## src/design/uatx_pkg.sv

```systemverilog
package uatx_pkg;

	localparam int unsigned BYTE_W = 8;
	localparam int unsigned LEVEL_W = 3;
	localparam int unsigned PHASE_W = 3;
	localparam int unsigned BITCNT_W = 4;
	localparam logic [BITCNT_W-1:0] DATA_BITS = 4'd8;

	localparam logic ACT_TICK = 1'b0;
	localparam logic ACT_PUSH = 1'b1;

	localparam logic [PHASE_W-1:0] PH_IDLE  = 3'd0;
	localparam logic [PHASE_W-1:0] PH_START = 3'd1;
	localparam logic [PHASE_W-1:0] PH_DATA  = 3'd2;
	localparam logic [PHASE_W-1:0] PH_STOP  = 3'd3;
	localparam logic [PHASE_W-1:0] PH_HOLD1 = 3'd4;
	localparam logic [PHASE_W-1:0] PH_HOLD2 = 3'd5;

	typedef struct packed {
		logic              action;
		logic [BYTE_W-1:0] data_byte;
	} cmd_item_t;

	typedef struct packed {
		logic               tx_line;
		logic               push_accepted;
		logic               busy_res;
		logic [LEVEL_W-1:0] fifo_level;
	} res_item_t;

	typedef struct packed {
		logic              push;
		logic              pop;
		logic [BYTE_W-1:0] wdata;
	} fifo_ctl_t;

	typedef struct packed {
		logic               empty;
		logic               push_ok;
		logic               nonempty_next;
		logic [LEVEL_W-1:0] level_next;
	} fifo_stat_t;

	typedef struct packed {
		logic pop;
		logic line_next;
		logic active_next;
	} seq_stat_t;

endpackage

```

## src/design/uart_tx_even_parity_fifo.sv

```systemverilog
// Serial transmitter, 8 data bits, even parity, a stop bit and then the line held
// high through PH_HOLD1 and PH_HOLD2, behind a byte fifo that holds up to
// FIFO_DEPTH-1 bytes (a push into a full fifo is refused and reported with
// push_accepted low). Each command item is either a push or one baud tick; every
// item gives exactly one result item carrying the line level, the push flag, busy
// and the fifo level (modulo 8) after that item. One item is accepted per clock
// cycle unless cmd_stall is high (res_stall back-pressure); it passes the input
// register, then the result register, and the whole update of the fifo and the
// frame sequencer happens as it moves from one to the other. The popped byte is
// read from the fifo memory into a register on the idle tick that starts a frame. The line is high out of reset.
module uart_tx_even_parity_fifo #(
	parameter int unsigned FIFO_DEPTH = 8
) (
	input  logic                  clk,
	input  logic                  arst_n,
	input  logic                  cmd_valid,
	output logic                  cmd_stall,
	input  uatx_pkg::cmd_item_t   cmd,
	output logic                  res_valid,
	input  logic                  res_stall,
	output uatx_pkg::res_item_t   res
);

	logic                        valid_s1;
	uatx_pkg::cmd_item_t         cmd_s1;
	logic                        valid_s2;
	uatx_pkg::res_item_t         res_s2;
	logic                        s2_free;
	logic                        adv;
	logic                        tick;
	uatx_pkg::fifo_ctl_t         fifo_ctl;
	uatx_pkg::fifo_stat_t        fifo_stat;
	uatx_pkg::seq_stat_t         seq_stat;
	logic [uatx_pkg::BYTE_W-1:0] rdata;
	uatx_pkg::res_item_t         res_d;

	assign s2_free   = !valid_s2 || !res_stall;
	assign adv       = valid_s1 && s2_free;
	assign cmd_stall = valid_s1 && !s2_free;
	assign tick      = adv && (cmd_s1.action == uatx_pkg::ACT_TICK);

	always_comb begin
		fifo_ctl.push  = adv && (cmd_s1.action == uatx_pkg::ACT_PUSH);
		fifo_ctl.pop   = seq_stat.pop;
		fifo_ctl.wdata = cmd_s1.data_byte;
	end

	uatx_fifo #(
		.FIFO_DEPTH(FIFO_DEPTH)
	) u_fifo (
		.clk   (clk),
		.arst_n(arst_n),
		.ctl   (fifo_ctl),
		.stat  (fifo_stat),
		.rdata (rdata)
	);

	uatx_seq u_seq (
		.clk       (clk),
		.arst_n    (arst_n),
		.tick      (tick),
		.fifo_empty(fifo_stat.empty),
		.rdata     (rdata),
		.stat      (seq_stat)
	);

	always_comb begin
		res_d.tx_line       = seq_stat.line_next;
		res_d.push_accepted = fifo_stat.push_ok;
		res_d.busy_res      = seq_stat.active_next || fifo_stat.nonempty_next;
		res_d.fifo_level    = fifo_stat.level_next;
	end

	always_ff @(posedge clk) begin
		if (cmd_valid && !cmd_stall) begin
			cmd_s1 <= cmd;
		end
		if (adv) begin
			res_s2 <= res_d;
		end
	end

	always_ff @(posedge clk or negedge arst_n) begin
		if (!arst_n) begin
			valid_s1 <= 1'b0;
			valid_s2 <= 1'b0;
		end else begin
			if (!cmd_stall) begin
				valid_s1 <= cmd_valid;
			end
			if (s2_free) begin
				valid_s2 <= valid_s1;
			end
		end
	end

	assign res_valid = valid_s2;
	assign res       = res_s2;

`ifndef ASSERT_OFF
	a_accept_busy: assert property (@(posedge clk) disable iff (!arst_n)
		(res_valid && res.push_accepted) |-> res.busy_res)
		else $error("stored byte but not busy");

	a_stall_needs_item: assert property (@(posedge clk) disable iff (!arst_n)
		cmd_stall |-> (valid_s1 && valid_s2))
		else $error("stall without held items");

	a_pop_on_tick: assert property (@(posedge clk) disable iff (!arst_n)
		seq_stat.pop |-> tick)
		else $error("pop outside a tick");
`endif

endmodule

```

## src/design/uatx_fifo.sv

```systemverilog
module uatx_fifo #(
	parameter int unsigned FIFO_DEPTH = 8
) (
	input  logic                          clk,
	input  logic                          arst_n,
	input  uatx_pkg::fifo_ctl_t           ctl,
	output uatx_pkg::fifo_stat_t          stat,
	output logic [uatx_pkg::BYTE_W-1:0]   rdata
);

	localparam int unsigned IW = $clog2(FIFO_DEPTH);
	localparam logic [IW-1:0] LAST = IW'(FIFO_DEPTH - 1);

	logic [uatx_pkg::BYTE_W-1:0] mem [FIFO_DEPTH];
	logic [uatx_pkg::BYTE_W-1:0] rdata_q;
	logic [IW-1:0] wr_q;
	logic [IW-1:0] rd_q;
	logic [IW-1:0] count_q;
	logic [IW-1:0] count_next;
	logic          full;
	logic          do_push;

	assign full       = (count_q == LAST);
	assign do_push    = ctl.push && !full;
	assign count_next = do_push ? count_q + 1'b1 : (ctl.pop ? count_q - 1'b1 : count_q);

	always_comb begin
		stat.empty         = (count_q == '0);
		stat.push_ok       = do_push;
		stat.nonempty_next = (count_next != '0);
		stat.level_next    = uatx_pkg::LEVEL_W'(count_next);
	end

	assign rdata = rdata_q;

	always_ff @(posedge clk) begin
		if (do_push) begin
			mem[wr_q] <= ctl.wdata;
		end
		if (ctl.pop) begin
			rdata_q <= mem[rd_q];
		end
	end

	always_ff @(posedge clk or negedge arst_n) begin
		if (!arst_n) begin
			wr_q    <= '0;
			rd_q    <= '0;
			count_q <= '0;
		end else begin
			if (do_push) begin
				wr_q <= (wr_q == LAST) ? '0 : wr_q + 1'b1;
			end
			if (ctl.pop) begin
				rd_q <= (rd_q == LAST) ? '0 : rd_q + 1'b1;
			end
			count_q <= count_next;
		end
	end

`ifndef ASSERT_OFF
	a_pop_nonempty: assert property (@(posedge clk) disable iff (!arst_n)
		ctl.pop |-> count_q != '0)
		else $error("pop from empty fifo");

	a_index_gap: assert property (@(posedge clk) disable iff (!arst_n)
		(count_q == '0) |-> (wr_q == rd_q))
		else $error("fifo indices disagree with count");
`endif

endmodule

```

## src/design/uatx_seq.sv

```systemverilog
module uatx_seq (
	input  logic                        clk,
	input  logic                        arst_n,
	input  logic                        tick,
	input  logic                        fifo_empty,
	input  logic [uatx_pkg::BYTE_W-1:0] rdata,
	output uatx_pkg::seq_stat_t         stat
);

	logic [uatx_pkg::PHASE_W-1:0]  phase_q;
	logic [uatx_pkg::PHASE_W-1:0]  phase_d;
	logic [uatx_pkg::BITCNT_W-1:0] bitcnt_q;
	logic [uatx_pkg::BITCNT_W-1:0] bitcnt_d;
	logic                          parity_q;
	logic                          parity_d;
	logic                          line_q;
	logic                          line_d;
	logic                          pop;
	logic                          data_bit;

	assign data_bit = rdata[bitcnt_q[2:0]];

	always_comb begin
		phase_d  = phase_q;
		bitcnt_d = bitcnt_q;
		parity_d = parity_q;
		line_d   = line_q;
		pop      = 1'b0;
		unique case (phase_q)
			uatx_pkg::PH_IDLE: begin
				if (!fifo_empty) begin
					pop      = 1'b1;
					bitcnt_d = '0;
					parity_d = 1'b0;
					line_d   = 1'b1;
					phase_d  = uatx_pkg::PH_START;
				end
			end
			uatx_pkg::PH_START: begin
				line_d  = 1'b0;
				phase_d = uatx_pkg::PH_DATA;
			end
			uatx_pkg::PH_DATA: begin
				if (bitcnt_q < uatx_pkg::DATA_BITS) begin
					line_d   = data_bit;
					parity_d = parity_q ^ data_bit;
					bitcnt_d = bitcnt_q + 1'b1;
				end else begin
					line_d  = parity_q;
					phase_d = uatx_pkg::PH_STOP;
				end
			end
			uatx_pkg::PH_STOP: begin
				line_d  = 1'b1;
				phase_d = uatx_pkg::PH_HOLD1;
			end
			uatx_pkg::PH_HOLD1: begin
				phase_d = uatx_pkg::PH_HOLD2;
			end
			default: begin
				phase_d = uatx_pkg::PH_IDLE;
			end
		endcase
	end

	always_comb begin
		stat.pop         = tick && pop;
		stat.line_next   = tick ? line_d : line_q;
		stat.active_next = tick ? (phase_d != uatx_pkg::PH_IDLE)
		                        : (phase_q != uatx_pkg::PH_IDLE);
	end

	always_ff @(posedge clk or negedge arst_n) begin
		if (!arst_n) begin
			phase_q  <= uatx_pkg::PH_IDLE;
			bitcnt_q <= '0;
			parity_q <= 1'b0;
			line_q   <= 1'b1;
		end else if (tick) begin
			phase_q  <= phase_d;
			bitcnt_q <= bitcnt_d;
			parity_q <= parity_d;
			line_q   <= line_d;
		end
	end

`ifndef ASSERT_OFF
	a_idle_line_high: assert property (@(posedge clk) disable iff (!arst_n)
		(phase_q == uatx_pkg::PH_IDLE) |-> line_q)
		else $error("line low while idle");

	a_bitcnt_range: assert property (@(posedge clk) disable iff (!arst_n)
		bitcnt_q <= uatx_pkg::DATA_BITS)
		else $error("bit count past data bits");
`endif

endmodule
```

## config.mk

```make
export PLATFORM = sky130hd
export DESIGN_NAME = uart_tx_even_parity_fifo
export DESIGN_NICKNAME = d
export VERILOG_FILES = /design/src/design/uatx_pkg.sv /design/src/design/uart_tx_even_parity_fifo.sv /design/src/design/uatx_fifo.sv /design/src/design/uatx_seq.sv
export SDC_FILE = /design/constraint.sdc
export NUM_CORES = 1
export LEC_CHECK = 0
export BUFFER_PORTS_ARGS = -buffer_cell sky130_fd_sc_hd__buf_2
export CORE_ASPECT_RATIO = 1.2
export CORE_MARGIN = 10
export CORE_UTILIZATION = 43
export CTS_CLUSTER_DIAMETER = 80
export CTS_CLUSTER_SIZE = 12
export DETAILED_ROUTE_END_ITERATION = 8
export SLEW_MARGIN = 20
export SYNTH_ARGS = -nofsm -noshare
export SYNTH_HDL_FRONTEND = slang
export SYNTH_SLANG_ARGS = --single-unit
```

## constraint.sdc

```tcl
create_clock -name clk -period 6 [get_ports clk]
set_input_delay 1.2 -clock clk [delete_from_list [all_inputs] [get_ports clk]]
set_output_delay 1.2 -clock clk [all_outputs]
set_load 0.05 [all_outputs]
```

==> impl_table.tex, run 1 <==
\begin{tabular}{lr}
\hline
Metric & Value \\
\hline
\multicolumn{2}{l}{\textbf{Worst setup path}} \\
\quad Data arrival time of the critical path & 3.21 ns \\
\quad Max FO, Critical Path & 10 \\
\quad Slowest cell on the critical path & sky130\_fd\_sc\_hd\_\_nor2\_1 \\
\quad Cells along the critical path & buf\_2 -> a21bo\_2 -> inv\_1 -> nand3b\_1 -> clkinv\_1 -> nand2\_1 -> nor2\_1 \\
\quad R2R cell count & 6 \\
\quad Required arrival time at the worst endpoint & 5.97 ns \\
\quad Worst stage delay on the critical path & 0.64 ns \\
\quad Worst Setup Path Type & input port to register \\
\quad CP endpoint kind & register \\
\quad Crit path launch type & input port \\
\multicolumn{2}{l}{\textbf{STA}} \\
\quad Setup skew after layout & 0.00901 ns \\
\quad RSZ-0062 raised after global routing & false \\
\quad Maximum frequency from static timing analysis & 308 MHz \\
\quad Post-layout min period & 3.24 ns \\
\quad Slew at the pin closest to its max-slew limit & 0.817 ns \\
\quad Part of the cycle the worst path needs & 54.0\% \\
\quad Count of final hold-check violations & 0 \\
\quad Final worst setup slack & 2.76 ns \\
\quad Max Transition Viols Final & 0 \\
\quad Max-slew headroom at the worst pin & 45.5\% \\
\quad Final setup violation count & 0 \\
\quad Total negative setup slack & 0 ns \\
\quad Hold slack final & 0.472 ns \\
\multicolumn{2}{l}{\textbf{Synth}} \\
\quad Number of warnings issued by yosys & 0 \\
\quad Unique cell type count in the Yosys netlist & 45 \\
\quad Post-Syn Nets & 278 \\
\quad Number of enable flip-flop cells after synthesis & 87 \\
\quad Number of flip-flops and latches in the synthesized netlist & 107 \\
\quad Async S/R FF share, synth & 18.7\% \\
\quad Avg Synthesized Cell Area & 17.0 µm² \\
\quad Count of mapped cells out of synthesis & 256 \\
\quad Netlist Area Pre-Place & 0.00435 mm² \\
\quad Top\_reg\_cell synth & sky130\_fd\_sc\_hd\_\_edfxtp\_1 \\
\quad Register area share after synthesis & 71.5\% \\
\multicolumn{2}{l}{\textbf{Global route}} \\
\quad GRT Residual Overflow & 0 \\
\quad Number of global-route vias before repair & 2344 \\
\quad Global router's overall resource usage & 11.1\% \\
\quad Pin count of the biggest net entering global routing & 21 \\
\quad Initial antenna violation count & 0 \\
\quad Wire length of the first global-routing pass & 12500 µm \\
\multicolumn{2}{l}{\textbf{Power and ir drop}} \\
\quad Worst-case vdd ir drop & 0.220 mV \\
\quad Total leakage power & 1.74 nW \\
\quad Pwr Density & 426 mW/mm² \\
\quad Total power draw & 2.09 mW \\
\multicolumn{2}{l}{\textbf{Drt}} \\
\quad Length of the first detailed-routing pass in iterations & 4 \\
\quad Per-cell via count in the routed design & 5.30 \\
\quad Total via count after detailed routing & 2193 \\
\quad ANT nets after route & 0 \\
\quad Drt initial violations & 79 \\
\quad Final Routed Wirelength & 7640 µm \\
\quad Routed len/inst & 18.5 µm \\
\quad Residual DRC count & 0 \\
\multicolumn{2}{l}{\textbf{Clock network}} \\
\quad Setup repair bufs after CTS & 0 \\
\quad Maximum level of the CTS H-tree & 3 \\
\quad Clock Latency Late Sink & 0.34 ns \\
\quad CTS Buf Count & 9 \\
\quad Hold buffer count at CTS & 0 \\
\quad CTS tree & done \\
\quad Post-cts repair resize count & 0 \\
\quad Number of sinks on the clock net & 107 \\
\quad Clk buf depth & 2 \\
\quad Clock transition at the registers of the reported paths & 0.07 ns \\
\quad Clk Tree Root Cell & sky130\_fd\_sc\_hd\_\_clkbuf\_16 \\
\multicolumn{2}{l}{\textbf{Final layout}} \\
\quad Post-route cell area & 0.00490 mm² \\
\quad Net total in the final layout & 306 \\
\quad \# diodes & 0 \\
\quad Count of filler cells inserted in the layout & 839 \\
\quad Final cell utilization of the core & 49.2\% \\
\quad Final cell count without fillers & 414 \\
\quad Area Growth Syn to Fin & 12.5\% \\
\quad Share of final-layout standard cells stronger than drive strength 1 & 26.0\% \\
\multicolumn{2}{l}{\textbf{Flow run}} \\
\quad MaxCap Viol Count & 0 \\
\multicolumn{2}{l}{\textbf{Placed design}} \\
\quad IO Port Bufs & 20 \\
\quad Instance area at placement & 0.00461 mm² \\
\quad Total instance count after detailed placement & 399 \\
\quad Post-detailed-placement half-perimeter wirelength & 5260 µm \\
\quad RD Place Congestion & 0.790 \\
\quad Dpl ws & 2.08 ns \\
\multicolumn{2}{l}{\textbf{Die}} \\
\quad Std cell rows & 40 \\
\quad Initial standard-cell utilization of the core & 43.7\% \\
\quad Core ar. & 0.00996 mm² \\
\quad DIE AREA & 0.0146 mm² \\
\quad Die span in x & 112 µm \\
\quad Overall die height & 130 µm \\
\quad IO Pins & 21 \\
\multicolumn{2}{l}{\textbf{Outcome}} \\
\quad Outcome & finished clean \\
\multicolumn{2}{l}{\textbf{Hold path}} \\
\quad Hold Path Stages & 1 \\
\quad Worst min-delay path category & register to register \\
\hline
\end{tabular}
final cells by class:
class,count,area [µm²],share of cell area [%]
multi-input cells,132,1170,23.9
well taps,126,158,3.22
inverters,9,33.8,0.690
clock inverters,6,57.6,1.18
flip-flops and latches,107,3110,63.6
repair buffers,25,138,2.81
clock buffers,9,225,4.60
critical path: cells and delay by family:
kind	cells	cell delay [ns]
simple gates	3	1.12
buf+inv	3	0.65
compound gates	1	0.23
layout by cell type (no fill, tap or decap), types with 3 or more instances in the layout:
cell / n
sky130_fd_sc_hd__a21o_1: 3
sky130_fd_sc_hd__a21oi_1: 5
sky130_fd_sc_hd__buf_2: 20
sky130_fd_sc_hd__buf_4: 5
sky130_fd_sc_hd__clkbuf_16: 9
sky130_fd_sc_hd__clkinv_4: 3
sky130_fd_sc_hd__dfrtp_1: 19
sky130_fd_sc_hd__edfxtp_1: 87
sky130_fd_sc_hd__ha_1: 9
sky130_fd_sc_hd__inv_1: 7
sky130_fd_sc_hd__mux2_2: 9
sky130_fd_sc_hd__mux4_2: 18
sky130_fd_sc_hd__nand2_1: 21
sky130_fd_sc_hd__nand2b_1: 5
sky130_fd_sc_hd__nand3_1: 3
sky130_fd_sc_hd__nor2_1: 10
sky130_fd_sc_hd__nor3_1: 6
sky130_fd_sc_hd__o21ai_0: 11
sky130_fd_sc_hd__or3_1: 3
path summary, 6_finish.rpt:
path,start,slack [ns],to
max in group asynchronous,arst_n,4.84,u_seq.line_q
min,valid_s1,0.47,res_valid
min reg2reg,valid_s1,0.47,res_valid
max,res_stall,2.76,u_fifo.mem[3][1]
min in group asynchronous,arst_n,0.81,u_fifo.count_q[0]
max reg2reg,res_valid,3.33,u_fifo.mem[3][1]
where the power goes:
part           leakage, nW  internal [mW]  total (mW)  switching (mW)
sequential            1.04          0.920        1.05           0.126
clock                0.140          0.289       0.555           0.267
combinational        0.564          0.246       0.487           0.241
kinds of logic after synthesis:
logic type	count (synthesis)	synth area share, %
adders and majority gates	9	2.59
xor gates and xnor gates	2	0.402
AOI/OAI and AO/OA	30	4.48
DFF	107	71.5
and+or+nand+nor	63	7.44
muxes	28	11.9
buffers and inverters	17	1.70
routing by layer:
layer / vias up / share of wire, % / global-route usage [%]
met2: 29 / 54 / 19.8
li1: 1047 / - / -
met1: 1110 / 41 / 12.2
met3: 7 / 3.0 / 3.12
met4: 0 / 1.4 / 4.77
met5: - / 0 / 0
registers in the layout, indices dropped and copies added (netlist names), 4 cells and up:
signal / cells
cmd_s1: 9
res: 6
u_fifo.mem: 64
u_fifo.rdata: 8
u_seq.bitcnt_q: 4
synth_stat cells (2+ instances only):
library cell	count	area, µm²
sky130_fd_sc_hd__clkbuf_1	3	11.3
sky130_fd_sc_hd__and2_1	2	12.5
sky130_fd_sc_hd__o2111ai_1	2	17.5
sky130_fd_sc_hd__nand2b_1	5	31.3
sky130_fd_sc_hd__dfrtp_1	19	475
sky130_fd_sc_hd__nand3_1	3	15.0
sky130_fd_sc_hd__ha_1	9	113
sky130_fd_sc_hd__nor2_1	10	37.5
sky130_fd_sc_hd__buf_2	2	10.0
sky130_fd_sc_hd__mux4_2	18	405
sky130_fd_sc_hd__a32o_1	2	20.0
sky130_fd_sc_hd__or3_1	3	18.8
sky130_fd_sc_hd__inv_1	7	26.3
sky130_fd_sc_hd__o21ai_0	11	55.1
sky130_fd_sc_hd__nand3b_1	2	15.0
sky130_fd_sc_hd__a21o_1	3	22.5
sky130_fd_sc_hd__nor3_1	7	35.0
sky130_fd_sc_hd__nand2_1	21	78.8
sky130_fd_sc_hd__edfxtp_1	87	2610
sky130_fd_sc_hd__nor2b_1	2	12.5
sky130_fd_sc_hd__buf_1	2	7.51
sky130_fd_sc_hd__a21oi_1	5	25.0
sky130_fd_sc_hd__mux2_2	9	101
No activity file was read; power rests on OpenSTA's default activity.
==> inputs of run 2 (changes only) <==
==> constraint.sdc (replaced) <==
create_clock -name clk -period 2.77 [get_ports clk]
set_input_delay 0.554 -clock clk [delete_from_list [all_inputs] [get_ports clk]]
set_output_delay 0.554 -clock clk [all_outputs]
set_load 0.05 [all_outputs]
==> run 2 against run 1 <==
Net effect:
- routed wire length down 0.58%
- via count is 2.6% higher
- hold slack lost 0.32 ns
- sequential power is 110% higher
- final cell count up 1.9%
- non-clock buffer count grew 7
- cell area rose by 1.2%
- critical endpoint is now u_fifo.mem[1][2]
- largest cell class unchanged
==> impl_table.tex, run 2 (same netlist as run 1, synthesis figures left out) <==
\begin{tabular}{lr}
\hline
Metric & Value \\
\hline
\multicolumn{2}{l}{\textbf{Outcome}} \\
\quad Outcome & finished clean \\
\multicolumn{2}{l}{\textbf{Power and ir drop}} \\
\quad Net Sw Power & 1.40 mW \\
\quad Pwr Density & 922 mW/mm² \\
\quad Relative contribution of combinational cells to total power & 24.3\% \\
\quad Total leakage power & 1.78 nW \\
\quad Internal portion of total power & 3.17 mW \\
\quad Sw Ratio & 30.6\% \\
\quad Portion of total power attributed to sequential cells & 48.6\% \\
\quad Worst-case vdd ir drop & 0.400 mV \\
\quad Clock Power Share & 27.1\% \\
\multicolumn{2}{l}{\textbf{Final layout}} \\
\quad Final cell utilization of the core & 49.7\% \\
\quad Share of final-layout standard cells stronger than drive strength 1 & 27.7\% \\
\quad Net total in the final layout & 313 \\
\quad Final cell count without fillers & 422 \\
\quad \# diodes & 0 \\
\quad Area Growth Syn to Fin & 13.8\% \\
\quad Max FFs per register & 64 \\
\quad Most common cell after layout, fill and taps aside & sky130\_fd\_sc\_hd\_\_edfxtp\_1 \\
\quad Leading cell types in the layout, fill and taps excluded & sky130\_fd\_sc\_hd\_\_edfxtp\_1, sky130\_fd\_sc\_hd\_\_nand2\_1, sky130\_fd\_sc\_hd\_\_buf\_2, sky130\_fd\_sc\_hd\_\_dfrtp\_1, sky130\_fd\_sc\_hd\_\_mux4\_2 \\
\quad Register with the most flip-flops & u\_fifo.mem \\
\multicolumn{2}{l}{\textbf{Drt}} \\
\quad Routed len/inst & 18.0 µm \\
\quad Residual DRC count & 0 \\
\quad Total via count after detailed routing & 2250 \\
\quad ANT nets after route & 0 \\
\quad Length of the first detailed-routing pass in iterations & 5 \\
\quad Per-cell via count in the routed design & 5.33 \\
\quad Drt initial violations & 131 \\
\quad Final Routed Wirelength & 7600 µm \\
\multicolumn{2}{l}{\textbf{STA}} \\
\quad Hold slack final & 0.156 ns \\
\quad Total negative setup slack & 0 ns \\
\quad Slew at the pin closest to its max-slew limit & 0.582 ns \\
\quad Post-layout min period & 2.27 ns \\
\quad Count of final hold-check violations & 0 \\
\quad Maximum frequency from static timing analysis & 440 MHz \\
\quad Part of the cycle the worst path needs & 82.0\% \\
\quad RSZ-0062 raised after global routing & false \\
\quad Max Transition Viols Final & 0 \\
\quad Max-slew headroom at the worst pin & 61.2\% \\
\quad Setup skew after layout & 0.0104 ns \\
\quad Final setup violation count & 0 \\
\multicolumn{2}{l}{\textbf{Worst setup path}} \\
\quad Worst stage delay on the critical path & 0.43 ns \\
\quad Crit path buf inv count & 2 \\
\quad Data arrival time of the critical path & 2.32 ns \\
\quad CP endpoint kind & register \\
\quad Slowest cell on the critical path & sky130\_fd\_sc\_hd\_\_dfrtp\_1 \\
\quad Worst Setup Path Type & register to register \\
\quad Top cell family by delay on the critical path & simple AND/OR/NAND/NOR gates \\
\quad Max FO, Critical Path & 9 \\
\quad Cells along the critical path & ha\_1 -> ha\_1 -> nand3b\_1 -> clkinv\_1 -> nand2\_1 -> nor3\_1 -> buf\_4 \\
\quad Cell occurring most often along the worst timing path & sky130\_fd\_sc\_hd\_\_ha\_1 \\
\quad Worst reg-to-reg setup slack & 0.50 ns \\
\quad Required arrival time at the worst endpoint & 2.82 ns \\
\quad Crit path launch type & register \\
\multicolumn{2}{l}{\textbf{Hold path}} \\
\quad Worst min-delay path category & input port to asynchronous set/reset pin \\
\multicolumn{2}{l}{\textbf{Clock network}} \\
\quad Post-cts repair resize count & 0 \\
\quad Hold buffer count at CTS & 0 \\
\quad CTS Buf Count & 9 \\
\quad Clk buf depth & 2 \\
\quad Clk Tree Root Cell & sky130\_fd\_sc\_hd\_\_clkbuf\_16 \\
\quad Maximum level of the CTS H-tree & 3 \\
\quad Number of sinks on the clock net & 107 \\
\quad Setup repair bufs after CTS & 0 \\
\quad Clock transition at the registers of the reported paths & 0.07 ns \\
\quad CTS tree & done \\
\quad Clock Latency Late Sink & 0.35 ns \\
\multicolumn{2}{l}{\textbf{Die}} \\
\quad Std cell rows & 40 \\
\quad IO Pins & 21 \\
\quad Die span in x & 112 µm \\
\quad DIE AREA & 0.0146 mm² \\
\quad Initial standard-cell utilization of the core & 43.7\% \\
\quad Core ar. & 0.00996 mm² \\
\quad Overall die height & 130 µm \\
\multicolumn{2}{l}{\textbf{Placed design}} \\
\quad IO Port Bufs & 20 \\
\quad Post-detailed-placement half-perimeter wirelength & 5190 µm \\
\quad RD Place Congestion & 0.759 \\
\quad Total instance count after detailed placement & 406 \\
\multicolumn{2}{l}{\textbf{Global route}} \\
\quad GRT Residual Overflow & 0 \\
\quad Number of global-route vias before repair & 2296 \\
\quad Global router's overall resource usage & 11.1\% \\
\quad Wire length of the first global-routing pass & 12500 µm \\
\quad Pin count of the biggest net entering global routing & 21 \\
\quad Initial antenna violation count & 0 \\
\multicolumn{2}{l}{\textbf{Flow run}} \\
\quad MaxCap Viol Count & 0 \\
\hline
\end{tabular}
## run 2: changes by cell type in the layout (fill, tap and decap cells not counted)
cell,delta
sky130_fd_sc_hd__buf_4,+7
sky130_fd_sc_hd__clkinv_4,-1
sky130_fd_sc_hd__clkinvlp_4,+1
sky130_fd_sc_hd__inv_8,+1
sky130_fd_sc_hd__nor3_1,+1
sky130_fd_sc_hd__nor3_2,-1
## run 2: worst register-to-register path, cell delays in order, from the launching register on
cell	delay [ns]
sky130_fd_sc_hd__dfrtp_1	0.43
sky130_fd_sc_hd__ha_1	0.22
sky130_fd_sc_hd__ha_1	0.22
sky130_fd_sc_hd__nand3b_1	0.34
sky130_fd_sc_hd__clkinv_1	0.26
sky130_fd_sc_hd__nand2_1	0.13
sky130_fd_sc_hd__nor3_1	0.17
sky130_fd_sc_hd__buf_4	0.22
## run 2: cell type report
class | instances | area (µm²)
fillers | 812 | 5000
flip-flops and latches | 107 | 3110
multi-input cells | 132 | 1170
clock buffers | 9 | 225
repair buffers | 32 | 190
well taps | 126 | 158
clock inverters | 7 | 67.6
inverters | 9 | 33.8
## run 2: final timing paths
path | cells past startpoint | endpoint | from
hold reg to reg | 1 | res_valid | valid_s1
max in group asynchronous | 1 | u_seq.line_q | arst_n
min in group clk | 1 | cmd_s1[6] | cmd[6]
setup reg to reg | 7 | u_fifo.mem[1][2] | u_fifo.count_q[0]
hold / removal | 1 | u_fifo.count_q[0] | arst_n
setup / recovery | 7 | u_fifo.mem[1][2] | u_fifo.count_q[0]
## run 2: power by group through the flow
stage | registers (mW) | clock network [mW] | logic [mW]
detailed placement | 2.26 | 0 | 1.13
floorplan | 2.22 | 0 | 0.871
global placement | 2.25 | 0 | 1.12
global route | 2.26 | 1.34 | 1.24
CTS | 2.22 | 1.27 | 1.14
finish | 2.22 | 1.24 | 1.11
## run 2: layer usage
layer	vias up	GRT usage, %	share of wire, %
met4	0	5.22	1.8
li1	1063	-	-
met3	9	2.30	3.3
met5	-	0	0
met2	37	17.7	50
met1	1141	14.3	45
## run 2: stage by stage
stage	cell area, µm²	power (mW)	setup WS [ns]
after floorplan	4350	3.09	0.165
after CTS	4950	4.63	0.495
after detailed placement	4660	3.38	0.478
after global placement	4660	3.38	0.529
after global routing	4950	4.84	0.292
final	4950	4.57	0.499
